<file path="src/rtl/core/rpr_pkg.sv">
// package: tables, types and helpers of the palette remapper
`default_nettype none
package rpr_pkg;
  localparam int SOURCE_ENTRIES = 64;
  localparam int MATCH_ENTRIES = 16;

  localparam logic [2:0] MODE_COMPOSITE = 3'd0;
  localparam logic [2:0] MODE_FOUR_GREEN = 3'd1;
  localparam logic [2:0] MODE_FOUR_RED = 3'd2;
  localparam logic [2:0] MODE_SIXTEEN_C64 = 3'd3;
  localparam logic [2:0] MODE_FOUR_CGA = 3'd4;
  localparam logic [2:0] MODE_SIXTEEN_EGA = 3'd5;
  localparam logic [2:0] MODE_RGB = 3'd6;

  localparam logic [2:0] REG_MODE = 3'd0;
  localparam logic [2:0] REG_LOW = 3'd1;
  localparam logic [2:0] REG_MID = 3'd2;
  localparam logic [2:0] REG_HIGH = 3'd3;
  localparam logic [2:0] REG_BLACK = 3'd4;

  localparam logic [15:0] CHROMA_K = 16'd43254;
  localparam logic [23:0] MASK_R = 24'hFFCCCC;
  localparam logic [23:0] MASK_G = 24'hCCFFCC;
  localparam logic [23:0] MASK_B = 24'hCCCCFF;
  localparam logic [23:0] MASK_NIB = 24'hF0F0F0;
  localparam logic [8:0] BIAS_MARGIN = 9'd10;

  typedef struct packed {
    logic [2:0] mode;
    logic [9:0] chroma_lo;
    logic [9:0] chroma_mid;
    logic [9:0] chroma_hi;
    logic [5:0] black_index;
  } cfg_t;

  // per-entry band (1..26) needs 5 bits
  typedef logic [4:0] band_t;

  function automatic logic [23:0] rom_rgb(input logic [5:0] i);
    logic [23:0] v;
    case (i)
      6'd0: v = 24'h7C7C7C; 6'd1: v = 24'h0000FC; 6'd2: v = 24'h0000BC; 6'd3: v = 24'h4428BC;
      6'd4: v = 24'h940084; 6'd5: v = 24'hA80020; 6'd6: v = 24'hA81000; 6'd7: v = 24'h881400;
      6'd8: v = 24'h503000; 6'd9: v = 24'h007800; 6'd10: v = 24'h006800; 6'd11: v = 24'h005800;
      6'd12: v = 24'h004058; 6'd16: v = 24'hBCBCBC; 6'd17: v = 24'h0078F8; 6'd18: v = 24'h0058F8;
      6'd19: v = 24'h6844FC; 6'd20: v = 24'hD800CC; 6'd21: v = 24'hE40058; 6'd22: v = 24'hF83800;
      6'd23: v = 24'hE45C10; 6'd24: v = 24'hAC7C00; 6'd25: v = 24'h00B800; 6'd26: v = 24'h00A800;
      6'd27: v = 24'h00A844; 6'd28: v = 24'h008888; 6'd32: v = 24'hF8F8F8; 6'd33: v = 24'h3CBCFC;
      6'd34: v = 24'h6888FC; 6'd35: v = 24'h9878F8; 6'd36: v = 24'hF878F8; 6'd37: v = 24'hF85898;
      6'd38: v = 24'hF87858; 6'd39: v = 24'hFCA044; 6'd40: v = 24'hF8B800; 6'd41: v = 24'hB8F818;
      6'd42: v = 24'h58D854; 6'd43: v = 24'h58F898; 6'd44: v = 24'h00E8D8; 6'd45: v = 24'h787878;
      6'd48: v = 24'hFCFCFC; 6'd49: v = 24'hA4E4FC; 6'd50: v = 24'hB8B8F8; 6'd51: v = 24'hD8B8F8;
      6'd52: v = 24'hF8B8F8; 6'd53: v = 24'hF8A4C0; 6'd54: v = 24'hF0D0B0; 6'd55: v = 24'hFCE0A8;
      6'd56: v = 24'hF8D878; 6'd57: v = 24'hD8F878; 6'd58: v = 24'hB8F8B8; 6'd59: v = 24'hB8F8D8;
      6'd60: v = 24'h00FCFC; 6'd61: v = 24'hF8D8F8;
      default: v = 24'h000000;
    endcase
    return v;
  endfunction

  function automatic logic [23:0] rom_comp(input logic [5:0] i);
    logic [23:0] v;
    case (i)
      6'd0: v = 24'h656565; 6'd1: v = 24'h00127D; 6'd2: v = 24'h18008E; 6'd3: v = 24'h360082;
      6'd4: v = 24'h56005D; 6'd5: v = 24'h5A0018; 6'd6: v = 24'h4F0500; 6'd7: v = 24'h381900;
      6'd8: v = 24'h1D3100; 6'd9: v = 24'h003D00; 6'd10: v = 24'h004100; 6'd11: v = 24'h003B17;
      6'd12: v = 24'h002E55; 6'd16: v = 24'hAFAFAF; 6'd17: v = 24'h194EC8; 6'd18: v = 24'h472FE3;
      6'd19: v = 24'h6B1FD7; 6'd20: v = 24'h931BAE; 6'd21: v = 24'h9E1A5E; 6'd22: v = 24'h993200;
      6'd23: v = 24'h7B4B00; 6'd24: v = 24'h5B6700; 6'd25: v = 24'h267A00; 6'd26: v = 24'h008200;
      6'd27: v = 24'h007A3E; 6'd28: v = 24'h006E8A; 6'd32: v = 24'hFFFFFF; 6'd33: v = 24'h64A9FF;
      6'd34: v = 24'h8E89FF; 6'd35: v = 24'hB676FF; 6'd36: v = 24'hE06FFF; 6'd37: v = 24'hEF6CC4;
      6'd38: v = 24'hF0806A; 6'd39: v = 24'hD8982C; 6'd40: v = 24'hB9B40A; 6'd41: v = 24'h83CB0C;
      6'd42: v = 24'h5BD63F; 6'd43: v = 24'h4AD17E; 6'd44: v = 24'h4DC7CB; 6'd45: v = 24'h4C4C4C;
      6'd48: v = 24'hFFFFFF; 6'd49: v = 24'hC7E5FF; 6'd50: v = 24'hD9D9FF; 6'd51: v = 24'hE9D1FF;
      6'd52: v = 24'hF9CEFF; 6'd53: v = 24'hFFCCF1; 6'd54: v = 24'hFFD4CB; 6'd55: v = 24'hF8DFB1;
      6'd56: v = 24'hEDEAA4; 6'd57: v = 24'hD6F4A4; 6'd58: v = 24'hC5F8B8; 6'd59: v = 24'hBEF6D3;
      6'd60: v = 24'hBFF1F1; 6'd61: v = 24'hB9B9B9;
      default: v = 24'h000000;
    endcase
    return v;
  endfunction

  function automatic logic [23:0] four_color(input logic [2:0] mode, input logic [1:0] i);
    logic [23:0] v;
    case (mode)
      MODE_FOUR_GREEN: begin
        case (i)
          2'd0: v = 24'hE0F8D0; 2'd1: v = 24'h88C070; 2'd2: v = 24'h306850;
          default: v = 24'h081820;
        endcase
      end
      MODE_FOUR_RED: begin
        case (i)
          2'd0: v = 24'hFF0000; 2'd1: v = 24'hA10000; 2'd2: v = 24'h400000;
          default: v = 24'h000000;
        endcase
      end
      default: begin
        case (i)
          2'd0: v = 24'hFFFFFF; 2'd1: v = 24'h00FFFF; 2'd2: v = 24'hFF00FF;
          default: v = 24'h000000;
        endcase
      end
    endcase
    return v;
  endfunction

  function automatic logic [23:0] match_color(input logic ega, input logic [3:0] i);
    logic [23:0] v;
    if (ega) begin
      case (i)
        4'd0: v = 24'h000000; 4'd1: v = 24'h0000AA; 4'd2: v = 24'h00AA00; 4'd3: v = 24'h00AAAA;
        4'd4: v = 24'hAA0000; 4'd5: v = 24'hAA00AA; 4'd6: v = 24'hAA5500; 4'd7: v = 24'hAAAAAA;
        4'd8: v = 24'h555555; 4'd9: v = 24'h5555FF; 4'd10: v = 24'h55FF55; 4'd11: v = 24'h55FFFF;
        4'd12: v = 24'hFF5555; 4'd13: v = 24'hFF55FF; 4'd14: v = 24'hFFFF55;
        default: v = 24'hFFFFFF;
      endcase
    end else begin
      case (i)
        4'd0: v = 24'h000000; 4'd1: v = 24'hFFFFFF; 4'd2: v = 24'h883932; 4'd3: v = 24'h67B6BD;
        4'd4: v = 24'h8B3F96; 4'd5: v = 24'h55A049; 4'd6: v = 24'h40318D; 4'd7: v = 24'hBFCE72;
        4'd8: v = 24'h8B5429; 4'd9: v = 24'h574200; 4'd10: v = 24'hB86962; 4'd11: v = 24'h505050;
        4'd12: v = 24'h787878; 4'd13: v = 24'h94E089; 4'd14: v = 24'h7869C4;
        default: v = 24'h9F9F9F;
      endcase
    end
    return v;
  endfunction

  function automatic logic [7:0] abs_diff(input logic [7:0] a, input logic [7:0] b);
    return (a > b) ? a - b : b - a;
  endfunction

  // max(1, ceil(m / 10)) for m up to 255, by threshold compare
  function automatic band_t band_of(input logic [7:0] m);
    band_t n;
    n = 5'd1;
    for (int k = 1; k <= 25; k++) begin
      if ({1'b0, m} > 9'(k * 10)) n = 5'(k + 1);
    end
    return n;
  endfunction
endpackage
`default_nettype wire

</file>
<file path="src/rtl/core/retro_palette_remapper_top.sv">
// top level: config registers and three-stage remap pipeline
// an accepted item passes the stage one, two and three registers on its way to output valid
// pipeline throughput is one item per cycle while the output is not stalled, set by the three-stage register pipeline
// stall: whole pipeline holds when output is valid and not taken
// reset: synchronous rst clears valid bits and loads register defaults
`default_nettype none
module retro_palette_remapper_top (
  input  wire logic        clk,
  input  wire logic        rst,
  input  wire logic        s_axis_tvalid,
  output logic             s_axis_tready,
  input  wire logic [7:0]  s_axis_tdata,   // color_index
  output logic             m_axis_tvalid,
  input  wire logic        m_axis_tready,
  output logic [31:0]      m_axis_tdata,   // rgb_color[23:0], index_clamped, zero pad
  input  wire logic        cfg_valid,
  output logic             cfg_ready,
  input  wire logic [2:0]  cfg_index,
  input  wire logic [9:0]  cfg_data
);
  rpr_pkg::cfg_t cfg;
  logic en;
  logic v1, clamped1, v2, clamped2, v3;
  logic [23:0] direct1, biased1, direct2;
  logic [25:0] chroma_sum1;
  logic [1:0] four2;
  rpr_pkg::band_t bands2 [rpr_pkg::MATCH_ENTRIES];
  logic [24:0] data3;

  // pipeline advances unless the output holds an untaken item
  assign en = !v3 || m_axis_tready;
  assign s_axis_tready = en;
  assign cfg_ready = 1'b1;
  assign m_axis_tvalid = v3;
  assign m_axis_tdata = {7'd0, data3};

  // configuration registers
  always_ff @(posedge clk) begin
    if (rst) begin
      cfg.mode <= rpr_pkg::MODE_COMPOSITE;
      cfg.chroma_lo <= 10'd120;
      cfg.chroma_mid <= 10'd240;
      cfg.chroma_hi <= 10'd360;
      cfg.black_index <= 6'd63;
    end else if (cfg_valid) begin
      case (cfg_index)
        rpr_pkg::REG_MODE: cfg.mode <= cfg_data[2:0];
        rpr_pkg::REG_LOW: cfg.chroma_lo <= cfg_data;
        rpr_pkg::REG_MID: cfg.chroma_mid <= cfg_data;
        rpr_pkg::REG_HIGH: cfg.chroma_hi <= cfg_data;
        rpr_pkg::REG_BLACK: cfg.black_index <= cfg_data[5:0];
        default: ;
      endcase
    end
  end

  // stage one: clamp, rom and chroma product
  rpr_front u_front (
    .clk, .rst, .en, .in_valid(s_axis_tvalid), .color_index(s_axis_tdata), .cfg,
    .v1, .clamped1, .direct1, .chroma_sum1, .biased1
  );

  // stage two: chroma banding and distance bands
  rpr_match u_match (
    .clk, .rst, .en, .cfg, .v1, .clamped1, .direct1, .chroma_sum1, .biased1,
    .v2, .clamped2, .direct2, .four2, .bands2
  );

  // stage three: nearest entry and output register
  rpr_select u_select (
    .clk, .rst, .en, .cfg, .v2, .clamped2, .direct2, .four2, .bands2, .v3, .data3
  );
endmodule
`default_nettype wire

</file>
<file path="src/rtl/core/rpr_front.sv">
// front stage: clamp, rom read, chroma product and colour bias
`default_nettype none
module rpr_front (
  input  wire logic          clk,
  input  wire logic          rst,
  input  wire logic          en,
  input  wire logic          in_valid,
  input  wire logic [7:0]    color_index,
  input  wire rpr_pkg::cfg_t cfg,
  output logic               v1,
  output logic               clamped1,
  output logic [23:0]        direct1,
  output logic [25:0]        chroma_sum1,
  output logic [23:0]        biased1
);
  logic [5:0] idx;
  logic [23:0] src, nib, bc;
  logic [7:0] r, g, b;

  always_comb begin
    idx = (color_index > 8'd63) ? cfg.black_index : color_index[5:0];
    src = rpr_pkg::rom_rgb(idx);
    nib = src & rpr_pkg::MASK_NIB;
    r = src[23:16];
    g = src[15:8];
    b = src[7:0];
    bc = src;
    if (r > g) begin
      if (r > b && ({1'b0, r} + rpr_pkg::BIAS_MARGIN) > ({1'b0, g} + {1'b0, b}))
        bc = src & rpr_pkg::MASK_R;
    end else if (g > b) begin
      if (({1'b0, g} + rpr_pkg::BIAS_MARGIN) > ({1'b0, r} + {1'b0, b}))
        bc = src & rpr_pkg::MASK_G;
    end else begin
      if (({1'b0, b} + rpr_pkg::BIAS_MARGIN) > ({1'b0, g} + {1'b0, r}))
        bc = src & rpr_pkg::MASK_B;
    end
  end

  always_ff @(posedge clk) begin
    if (rst) begin
      v1 <= 1'b0;
    end else if (en) begin
      v1 <= in_valid;
    end
    if (en) begin
      clamped1 <= color_index > 8'd63;
      direct1 <= (cfg.mode == rpr_pkg::MODE_COMPOSITE) ? rpr_pkg::rom_comp(idx) : src;
      chroma_sum1 <= {2'b00, nib[15:8], 16'h0000}
                     + ({17'd0, {1'b0, nib[23:16]} + {1'b0, nib[7:0]}}
                        * {10'd0, rpr_pkg::CHROMA_K});
      biased1 <= bc & rpr_pkg::MASK_NIB;
    end
  end
endmodule
`default_nettype wire

</file>
<file path="src/rtl/core/rpr_match.sv">
// middle stage: chroma band and per-entry match bands
`default_nettype none
module rpr_match (
  input  wire logic          clk,
  input  wire logic          rst,
  input  wire logic          en,
  input  wire rpr_pkg::cfg_t cfg,
  input  wire logic          v1,
  input  wire logic          clamped1,
  input  wire logic [23:0]   direct1,
  input  wire logic [25:0]   chroma_sum1,
  input  wire logic [23:0]   biased1,
  output logic               v2,
  output logic               clamped2,
  output logic [23:0]        direct2,
  output logic [1:0]         four2,
  output rpr_pkg::band_t     bands2 [rpr_pkg::MATCH_ENTRIES]
);
  logic [9:0] chroma;
  logic [1:0] four;
  rpr_pkg::band_t bands [rpr_pkg::MATCH_ENTRIES];
  logic ega;

  always_comb begin
    chroma = chroma_sum1[25:16];
    if (chroma <= cfg.chroma_lo) four = 2'd3;
    else if (chroma <= cfg.chroma_mid) four = 2'd2;
    else if (chroma <= cfg.chroma_hi) four = 2'd1;
    else four = 2'd0;
    ega = cfg.mode == rpr_pkg::MODE_SIXTEEN_EGA;
    for (int i = 0; i < rpr_pkg::MATCH_ENTRIES; i++) begin
      logic [23:0] p;
      logic [7:0] m, d1, d2;
      p = rpr_pkg::match_color(ega, 4'(i));
      m = rpr_pkg::abs_diff(biased1[23:16], p[23:16]);
      d1 = rpr_pkg::abs_diff(biased1[15:8], p[15:8]);
      d2 = rpr_pkg::abs_diff(biased1[7:0], p[7:0]);
      if (d1 > m) m = d1;
      if (d2 > m) m = d2;
      bands[i] = rpr_pkg::band_of(m);
    end
  end

  always_ff @(posedge clk) begin
    if (rst) begin
      v2 <= 1'b0;
    end else if (en) begin
      v2 <= v1;
    end
    if (en) begin
      clamped2 <= clamped1;
      direct2 <= direct1;
      four2 <= four;
      bands2 <= bands;
    end
  end
endmodule
`default_nettype wire

</file>
<file path="src/rtl/core/rpr_select.sv">
// last stage: lowest band search and final colour select
`default_nettype none
module rpr_select (
  input  wire logic          clk,
  input  wire logic          rst,
  input  wire logic          en,
  input  wire rpr_pkg::cfg_t cfg,
  input  wire logic          v2,
  input  wire logic          clamped2,
  input  wire logic [23:0]   direct2,
  input  wire logic [1:0]    four2,
  input  wire rpr_pkg::band_t bands2 [rpr_pkg::MATCH_ENTRIES],
  output logic               v3,
  output logic [24:0]        data3
);
  // two-level tree: four groups of four, then the winners
  logic [3:0] gi [4];
  rpr_pkg::band_t gb [4];
  logic [3:0] best;
  rpr_pkg::band_t bb;
  logic [23:0] rgb;

  always_comb begin
    for (int g = 0; g < 4; g++) begin
      gi[g] = 4'(g * 4);
      gb[g] = bands2[g * 4];
      for (int k = 1; k < 4; k++) begin
        if (bands2[g * 4 + k] < gb[g]) begin
          gb[g] = bands2[g * 4 + k];
          gi[g] = 4'(g * 4 + k);
        end
      end
    end
    best = gi[0];
    bb = gb[0];
    for (int g = 1; g < 4; g++) begin
      if (gb[g] < bb) begin
        bb = gb[g];
        best = gi[g];
      end
    end
    case (cfg.mode)
      rpr_pkg::MODE_FOUR_GREEN, rpr_pkg::MODE_FOUR_RED, rpr_pkg::MODE_FOUR_CGA:
        rgb = rpr_pkg::four_color(cfg.mode, four2);
      rpr_pkg::MODE_SIXTEEN_C64: rgb = rpr_pkg::match_color(1'b0, best);
      rpr_pkg::MODE_SIXTEEN_EGA: rgb = rpr_pkg::match_color(1'b1, best);
      default: rgb = direct2;
    endcase
  end

  always_ff @(posedge clk) begin
    if (rst) begin
      v3 <= 1'b0;
    end else if (en) begin
      v3 <= v2;
    end
    if (en) begin
      data3 <= {clamped2, rgb};
    end
  end
endmodule
`default_nettype wire

</file>
<file path="config.mk">
export PLATFORM = sky130hd
export DESIGN_NAME = retro_palette_remapper_top
export DESIGN_NICKNAME = d
export VERILOG_FILES = /design/src/rtl/core/rpr_pkg.sv /design/src/rtl/core/retro_palette_remapper_top.sv /design/src/rtl/core/rpr_front.sv /design/src/rtl/core/rpr_match.sv /design/src/rtl/core/rpr_select.sv
export SDC_FILE = /design/constraint.sdc
export NUM_CORES = 2
export LEC_CHECK = 0
export ABC_AREA = 0
export BUFFER_PORTS_ARGS = -buffer_cell sky130_fd_sc_hd__buf_4
export CAP_MARGIN = 10
export CORE_ASPECT_RATIO = 1.25
export CORE_UTILIZATION = 52
export CTS_CLUSTER_SIZE = 28
export DETAILED_ROUTE_END_ITERATION = 7
export PLACE_DENSITY_LB_ADDON = 0.1
export RECOVER_POWER = 50
export SYNTH_ARGS = -nofsm -noshare
export SYNTH_HDL_FRONTEND = slang
export SYNTH_SLANG_ARGS = --single-unit
export TNS_END_PERCENT = 10
</file>
<file path="constraint.sdc">
create_clock -name clk -period 11 [get_ports clk]
set_clock_uncertainty 0.2 [all_clocks]
set_input_delay 1.65 -clock clk [delete_from_list [all_inputs] [get_ports clk]]
set_output_delay 1.65 -clock clk [all_outputs]
set_load 0.1 [all_outputs]
</file>
==> metrics <==
status finished with violations; failing checks DRC, capacitance limit, slew limit; grt ovf 0; Chip Width 245 um; most area-consuming cells after synthesis ha_1 (16%), edfxtp_1 (14%), a21oi_1 (6.3%), nor2_1 (5.2%), o21ai_0 (5.2%); synth unique cells 112; nets 5,711; WL/cell 22.9 um; Post-synth EDFFs 179; FMAX 94.3 MHz; Die Span Y 306 um; root buffer cell clkbuf_16; Compound-Gate Fraction of Synth Area 0.296; first-pass GRT wire length 215,000 um; antenna violations before repair 0; sequential share of the synthesized area 0.162; clk sink count 221; Hold Vio Cnt, Final 0; TNS Setup 0 ns; Post-Synth Simple-Gate Area 0.202; CP Capture Type register; clk slew on worst S/H paths 0.06 ns; worst-path maximum fanout 6; Syn Inst Count 5,218; most instantiated library cell after synthesis nor2_1; RSZ-0062 raised after global routing true; die area 75,100 sq um; Mean Syn Cell Area 7.37 sq um; CTS max path bufs 3; CTS tree done; starting density of the core 0.525; top_reg_cell synth edfxtp_1; Yosys top cell area share 0.164; gpl congestion 1.07; max incr delay on CP 0.41 ns; # port buffers 52; fillcell total 7,189; largest area contributor in the synthesized netlist ha_1; depth of the CTS H-tree 1; share of post-route cells with drive strength above 1 0.0778; FF+latch count, synth 221; top cells by count, synth nor2_1 (535), ha_1 (504), a21oi_1 (483); IO Count 61; Core ar. 73,300 sq um; synthesized-area fraction occupied by adder cells 0.176; post-synthesis xor/xnor area fraction 0.0366; crit path max-delay cell type edfxtp_1; main combinational cell family by area after synthesis compound AO/OA/AOI/OAI gates; Setup-failing EPs final 0; Worst setup SP type register; DRC Markers 11; Detailed Route WL 140,000 um; Synth warnings 0; Pins Over Slew Limit 188; Via density 6.51; hold buffer count at CTS 0; CP Class reg -> reg; vias in the first global route 37,868; critical path required time 11.14 ns; Least-Margin Pin Slew 3.55 ns; vias 39,991; Max Cap Viol 3; critical path data arrival time 10.74 ns; Cell Area, Synth 38,500 sq um; FP Rows 111; relative slew slack -1.37; async set-reset flop share out of synthesis 0; total track usage 0.363; placed wire-length estimate 107,000 um; multiplexer share of the synthesized area 0.0606; Area Growth Syn to Fin 6.29%; clk_lat worst skew 0.62 ns; largest net degree at the start of global routing 134; antenna viol nets, final 0; fin crit share 0.964; hold crit path type reg -> reg; initial detailed-routing violation count 3,909; DR pass1 iterations 8; minimum clock period 10.60 ns; diode count 0; Num CTS Buffers 27
[kinds of logic (layout without fill, tap and decap cells)]
kind of cell | count (synthesis) | after routing
and+or+nand+nor | 1665 | 1665
buffers and inverters | 639 | 598
adders and majority gates | 533 | 533
DFF | 221 | 221
other | 2 | 8
AOI/OAI and AO/OA | 1778 | 1778
muxes | 219 | 219
xor gates and xnor gates | 161 | 161
[worst paths after layout]
kind | cells past startpoint | to | startpoint | slack [ns]
worst max-delay path | 46 | u_select.data3[13] | u_match.bands2[71] | 0.40
worst min-delay path | 0 | u_match.direct2[23] | u_front.direct1[23] | 0.21
worst max register to register | 46 | u_select.data3[13] | u_match.bands2[71] | 0.40
worst min register to register | 0 | u_match.direct2[23] | u_front.direct1[23] | 0.21
[worst max-delay path: cells and delay by family (launching register included)]
kind / cells / cell delay [ns]
flip-flops: 1 / 0.41
AND/OR/NAND/NOR: 12 / 1.96
multiplexers: 2 / 0.81
AO/OA/AOI/OAI: 23 / 4.56
buffers and inverters: 2 / 0.26
adder cells (fa/ha/maj): 7 / 2.14
[sequential cells by signal (all words and copies together) (netlist names)]
| signal | flops |
|---|---|
| u_match.clamped2 | 1 |
| u_match.v2 | 1 |
| u_match.direct2 | 24 |
| u_select.data3 | 25 |
| u_front.biased1 | 12 |
| u_front.clamped1 | 1 |
| u_match.four2 | 2 |
| cfg | 39 |
| u_select.v3 | 1 |
| u_front.chroma_sum1 | 10 |
| u_front.direct1 | 24 |
| u_match.bands2 | 80 |
| u_front.v1 | 1 |
[metal layers]
layer / share of wire / track usage / wire length (um) / vias up
met5: 0 / 0 / 0 / -
met2: 0.48 / 0.621 / 66900 / 1678
met3: 0.061 / 0.0449 / 8620 / 547
met4: 0.089 / 0.286 / 12500 / 0
met1: 0.37 / 0.406 / 52400 / 18684
li1: - / - / - / 19082
[cells in the final DEF, fill, tap and decap left out, types with 40 or more instances in the layout]
master / count
a211oi_1: 58
a21o_1: 120
a21oi_1: 473
a31oi_1: 92
and3_1: 40
buf_4: 155
dfxtp_1: 42
edfxtp_1: 179
ha_1: 504
inv_1: 336
mux2_2: 72
mux2i_1: 137
nand2_1: 477
nand2b_1: 59
nand3_1: 131
nand4_1: 44
nor2_1: 533
nor2b_1: 56
nor3_1: 123
o211ai_1: 50
o21a_1: 71
o21ai_0: 395
o22ai_1: 56
o31ai_1: 42
xnor2_1: 127
[stage by stage]
stage | hold WS, ns | util | cells | instance area, sq um | setup WS [ns]
floorplan | 0.200 | - | 5224 | 38500 | 0.0262
global placement | 0.201 | 0.545 | 6085 | 40000 | 0.118
detailed placement | 0.205 | 0.545 | 6085 | 40000 | -0.0536
CTS | 0.214 | 0.557 | 6135 | 40900 | 0.0542
global route | 0.222 | 0.558 | 6143 | 40900 | -0.0837
finish | 0.213 | 0.558 | 6143 | 40900 | 0.400
[timing repair]
action | 4_1_cts | 5_1_grt
setup endpoints to repair | 12 | 24
resized for setup | 5 | 26
pin swaps | 0 | 6
buffers inserted | 0 | 8
[area by class of cell]
type / instances / area (sq um) / area share
Multi-Input combinational cell: 4364 / 29900 / 0.731
Sequential cell: 221 / 6220 / 0.152
Timing Repair Buffer: 192 / 1350 / 0.0330
Inverter: 356 / 1340 / 0.0328
Tap cell: 960 / 1200 / 0.0294
Clock buffer: 36 / 771 / 0.0188
Clock inverter: 14 / 113 / 0.00275
Power is not shown: default switching activity piles up to over one toggle a cycle in this logic, so the estimate is an artifact.
